===== src/rtl/smm_pkg.sv =====
// ----------------------------------------------------------------------------
// smm_pkg: shared types and constants
// Item formats, opcodes, controller states and control/status bundles
// for the square matrix multiply core.
// ----------------------------------------------------------------------------
package smm_pkg;

	localparam int MAX_DIMENSION = 16;
	localparam int IDX_W         = $clog2(MAX_DIMENSION);
	localparam int ADDR_W        = 2 * IDX_W;
	localparam int DEPTH         = MAX_DIMENSION * MAX_DIMENSION;
	localparam int DIM_W         = $clog2(MAX_DIMENSION + 1);
	localparam int ELEM_W        = 32;
	localparam int ACC_W         = 64;
	localparam int FRAC_W        = 16;

	typedef enum logic [1:0] {
		OP_LOAD_LEFT  = 2'd0,
		OP_LOAD_RIGHT = 2'd1,
		OP_COMPUTE    = 2'd2
	} opcode_t;

	typedef enum logic [1:0] {
		ST_IDLE,
		ST_MAC,
		ST_DRAIN,
		ST_FINISH
	} state_t;

	typedef struct packed {
		logic [1:0]               opcode;
		logic [IDX_W-1:0]         row_index;
		logic [IDX_W-1:0]         column_index;
		logic signed [ELEM_W-1:0] element_value;
	} in_item_t;

	typedef struct packed {
		logic signed [ACC_W-1:0] result_value;
		logic [IDX_W-1:0]        result_row;
		logic [IDX_W-1:0]        result_column;
		logic                    status;
	} out_item_t;

	typedef struct packed {
		logic             wr_left;
		logic             wr_right;
		logic             start;
		logic             rd_en;
		logic [IDX_W-1:0] k;
		logic             load_out;
	} cmd_t;

	typedef struct packed {
		logic             in_range;
		logic             pipe_busy;
		logic             out_free;
		logic [DIM_W-1:0] dim;
	} stat_t;

endpackage


===== src/rtl/smm_ctrl.sv =====
// ----------------------------------------------------------------------------
// smm_ctrl: sequencing controller
// Decodes items, steps the dot-product index and hands results to the
// output register.
// ----------------------------------------------------------------------------
module smm_ctrl (
	input  logic               clk,
	input  logic               arst_n,
	input  logic               in_valid,
	input  logic [1:0]         opcode,
	output logic               in_stall,
	input  smm_pkg::stat_t     status,
	output smm_pkg::cmd_t      cmd
);

	smm_pkg::state_t             state_q, state_d;
	logic [smm_pkg::IDX_W-1:0]   k_q, k_d;
	logic                        accept;
	logic                        last;

	assign in_stall = (state_q != smm_pkg::ST_IDLE);
	assign accept   = in_valid && (state_q == smm_pkg::ST_IDLE);
	assign last     = ({1'b0, k_q} == (status.dim - smm_pkg::DIM_W'(1)));

	always_ff @(posedge clk or negedge arst_n) begin
		if (!arst_n) begin
			state_q <= smm_pkg::ST_IDLE;
			k_q     <= '0;
		end else begin
			state_q <= state_d;
			k_q     <= k_d;
		end
	end

	always_comb begin
		state_d      = state_q;
		k_d          = k_q;
		cmd          = '0;
		cmd.k        = k_q;
		case (state_q)
			smm_pkg::ST_IDLE: begin
				if (accept) begin
					case (opcode)
						smm_pkg::OP_LOAD_LEFT:  cmd.wr_left  = status.in_range;
						smm_pkg::OP_LOAD_RIGHT: cmd.wr_right = status.in_range;
						smm_pkg::OP_COMPUTE: begin
							cmd.start = 1'b1;
							k_d       = '0;
							// out-of-range request skips straight to the result
							state_d   = status.in_range ? smm_pkg::ST_MAC : smm_pkg::ST_FINISH;
						end
						default: ;
					endcase
				end
			end
			smm_pkg::ST_MAC: begin
				cmd.rd_en = 1'b1;
				if (last) begin
					state_d = smm_pkg::ST_DRAIN;
				end else begin
					k_d = k_q + smm_pkg::IDX_W'(1);
				end
			end
			smm_pkg::ST_DRAIN: begin
				if (!status.pipe_busy) begin
					state_d = smm_pkg::ST_FINISH;
				end
			end
			smm_pkg::ST_FINISH: begin
				if (status.out_free) begin
					cmd.load_out = 1'b1;
					state_d      = smm_pkg::ST_IDLE;
				end
			end
			default: state_d = smm_pkg::ST_IDLE;
		endcase
	end

	a_idle_pipe_empty: assert property (@(posedge clk) disable iff (!arst_n)
		(state_q == smm_pkg::ST_IDLE) |-> !status.pipe_busy)
		else $error("pipeline busy while idle");

	a_load_out_drained: assert property (@(posedge clk) disable iff (!arst_n)
		cmd.load_out |-> !status.pipe_busy)
		else $error("result taken before accumulation finished");

	a_k_in_range: assert property (@(posedge clk) disable iff (!arst_n)
		(state_q == smm_pkg::ST_MAC) |-> ({1'b0, k_q} < status.dim))
		else $error("index beyond dimension in use");

	a_finish_to_idle: assert property (@(posedge clk) disable iff (!arst_n)
		cmd.load_out |=> (state_q == smm_pkg::ST_IDLE))
		else $error("controller did not return to idle after result");

endmodule


===== config.mk =====
export PLATFORM = sky130hd
export DESIGN_NAME = smm_ctrl
export DESIGN_NICKNAME = d
export VERILOG_FILES = /design/src/rtl/smm_pkg.sv /design/src/rtl/smm_ctrl.sv
export SDC_FILE = /design/constraint.sdc
export NUM_CORES = 1
export LEC_CHECK = 0
export BUFFER_PORTS_ARGS = -buffer_cell sky130_fd_sc_hd__buf_2
export CAP_MARGIN = 25
export CORE_MARGIN = 4
export CORE_UTILIZATION = 45
export CTS_BUF_LIST = sky130_fd_sc_hd__clkbuf_2
export CTS_CLUSTER_SIZE = 12
export DETAILED_ROUTE_END_ITERATION = 6
export GPL_TIMING_DRIVEN = 0
export PLACE_DENSITY = 0.73
export SLEW_MARGIN = 15
export SYNTH_ARGS = -nofsm -noshare
export SYNTH_HDL_FRONTEND = slang
export SYNTH_SLANG_ARGS = --single-unit

===== constraint.sdc =====
create_clock -name clk -period 3.7 [get_ports clk]
set_clock_uncertainty 0.15 [all_clocks]
set_input_delay 0 -clock clk [delete_from_list [all_inputs] [get_ports clk]]
set_output_delay 0 -clock clk [all_outputs]
set_load 0.01 [all_outputs]

==> impl_results.md <==
- Layout cells sized above 1: 30.3%
- Diodes inserted: 0
- Bufs on Longest Clock Path: 2
- PnR worst setup slack: 1630 ps
- Clk_lat worst skew: 230 ps
- Synth unique cells: 33
- Overall power: 0.515 mW
- Iteration-0 DRC Markers: 15
- I/O pins: 23
- Critical path type: flip-flop to flip-flop
- Worst reg2reg path startpoint: state_q[1]$_DFFE_PN0P_
- Root Buffer Master: clkbuf_2
- CTS sink cnt: 6
- Finished Cell Area: between 800 and 900 sq um
- Nets: 130
- Resize count post-CTS: 0
- Setup WS pre-CTS: 1690 ps
- Final hold violations: 0
- Slew headroom: 72.7%
- CP Launch Type: flip-flop
- Critical Path Fanout Max: 8
- Crit Reg-Reg Endpoint: k_q[2]$_DFFE_PN0P_
- Pins Over Slew Limit: 0
- Post-DP HPWL: 1340 um
- Grt ovf: 0
- Total CTS buffers: 3
- Most common cell after layout, fill and taps aside: buf_2
- Synth warnings: 0
- Initial Utilization: 50.4%
- Worst setup path endpoint: k_q[2]$_DFFE_PN0P_
- TritonCTS clock tree: done
- Die Span Y: 47.1 um
- F_max: 484 MHz
- Fin Setup TNS: 0 ps
- Antenna violations before repair: 0
- Syn_area_per_cell: 8.50 sq um
- CP endpoint kind: flip-flop
- #FFs+latches synth: 6
- Post CTS Setup Buffer Count: 0
- Max cap viols: 0
- Slew @ Worst Pin: 409 ps
- WL final: 1730 um
- Reg2reg setup slack: about 1600 ps
- Slowest stage delay, CP: 410 ps
- Seq/Total Area, Yosys: 21.8%
- Worst path slowest cell: dfrtp_1
- CTS clk-pin slew, worst paths: 70 ps
- Final min period: a little over 2000 ps
- Min-delay worst type: input port to flip-flop
- DR pass1 iterations: 4
- # setup viols final: 0
- Worst Hold Launch: status[6]
- Horiz. Die Dim: 47.1 um
- Most frequent cells in the layout: 23 x buf_2, 8 x inv_1
- Vias per Instance: 5.60
- Worst Reg2Reg Path Length in Cells: 8
- Fillers: 124
- Global-route usage over all layers: 17.8%
- Placed Instance Area: 817 sq um
- DR DRC count: 0
- Crit share post-route: 55.9%
- First-pass GRT wire length: 2750 um
- Die area: between 2000 and 2500 sq um
- Hold buffer count at cts: 3
- Routability cong.: 0.800
- Critical Path AT: 2070 ps
- Post-Syn Instances: slightly above 80
- Routed wire per std cell: 14.0 um
- Via count: 695
- Largest net degree at the start of global routing: 11
- Status: complete, no violations
- Worst path required time: between 3000 and 4000 ps
- H-Tree Depth: 1
- Leakage: about 0.42 nW
- Critical path startpoint: state_q[1]$_DFFE_PN0P_
- Number of port buffers: 22
- Power Dens Cells: 598 nW/um^2
- Unrepaired setup endpoints after global routing: no
- Worst VDD drop: 0.388 mV
- Post-DRT Antenna Nets: 0
- Vias in the first global route: 625
- Post-Syn Nets: 100
- Area Overhead vs Synth: 25.3%
- Synthesized area: around 690 sq um
- Critical-path cell list: inv_1 -> ha_1 -> clkbuf_1 -> inv_1 -> nor3b_1 -> o211ai_1 -> a21boi_0 -> o211ai_1
- Core area: ~1400 sq um
- Row count: 13
[Yosys cell counts, drive strengths merged]
library cell / instances / area share (%)
a32oi: 1 / 1.3
nor3b: 4 / 5.1
clkbuf: 1 / 0.54
o21ai: 4 / 3.5
buf: 2 / 1.8
a221oi: 1 / 1.3
a211oi: 1 / 2.9
nand2: 4 / 2.2
o21a: 1 / 1.3
a21boi: 1 / 1.1
inv: 8 / 4.4
xor2: 3 / 3.8
nand3: 5 / 3.6
o211ai: 6 / 6.5
a41o: 1 / 1.5
and3: 1 / 0.91
or3: 1 / 0.91
dfrtp: 6 / 22
nor3: 2 / 2.2
xnor2: 3 / 3.8
nor2: 6 / 3.3
and2: 2 / 1.8
nand3b: 2 / 2.2
nand2b: 1 / 0.91
o31a: 1 / 1.5
mux2i: 4 / 5.8
a21oi: 1 / 0.73
ha: 6 / 11
and3b: 2 / 2.5
[sequential cells by signal, indices dropped and copies added, names as in the netlist]
signal	cells
k_q	4
state_q	2
[critical path: cells and delay by family, from the launching register on]
kind,cells,cell delay [ps]
simple gates,1,310
flops,1,410
buf+inv,3,580
compound gates,3,360
fa+ha+maj,1,170
[stage by stage]
stage / util [%] / instances / hold WS, ps
2_1_floorplan: - / 81 / -446
3_3_place_gp: 59.8 / 118 / -310
3_5_place_dp: 59.8 / 118 / -308
4_1_cts: 63.1 / 124 / 46.1
5_1_grt: 63.1 / 124 / 69.4
6_report: 63.1 / 124 / 53.0
[final cells by class]
| type | instances | area, sq um | share of cell area, % |
|---|---|---|---|
| buffer | 3 | 16.3 | 1.89 |
| clock buffer | 3 | 15.0 | 1.74 |
| tap | 15 | 18.8 | 2.18 |
| timing repair buffer | 25 | 140 | 16.3 |
| sequential | 6 | 150 | 17.4 |
| inverter | 8 | 30.0 | 3.48 |
| multi-input combinational | 64 | 492 | 57.0 |
[per-layer routing]
layer / GRT usage, % / part of all wire [%] / routed length, um
met5: 0 / 0 / 0
met4: 3.31 / 1.3 / 23
met3: 5.75 / 6.3 / 109
met2: 27.6 / 46 / 802
met1: 24.2 / 46 / 796
[cell families (layout without fill, tap and decap cells)]
| family | count (synthesis) | in the layout | share of synthesized area, % |
|---|---|---|---|
| adder cells (fa/ha/maj) | 6 | 6 | 10.9 |
| AND/OR/NAND/NOR | 30 | 30 | 25.6 |
| XOR/XNOR | 6 | 6 | 7.64 |
| multiplexers | 4 | 4 | 5.82 |
| flip-flops | 6 | 6 | 21.8 |
| AO/OA/AOI/OAI | 18 | 18 | 21.5 |
| buffers and inverters | 11 | 39 | 6.73 |
[worst min-delay path by stage]
stage | endpoint | slack [ps] | cells past startpoint
global placement | k_q[1]$_DFFE_PN0P_ | -310 | 1
floorplan | k_q[0]$_DFFE_PN0P_ | -450 | 0
detailed placement | k_q[1]$_DFFE_PN0P_ | -310 | 1
CTS | state_q[0]$_DFFE_PN0P_ | 50 | 4
global route | state_q[1]$_DFFE_PN0P_ | 70 | 4
finish | state_q[0]$_DFFE_PN0P_ | 50 | 4
[power by group]
group          switching [mW]  internal [mW]
Sequential             0.0330         0.0934
Combinational           0.190          0.148
Clock                  0.0286         0.0221
No activity file was read; power rests on OpenSTA's default activity.
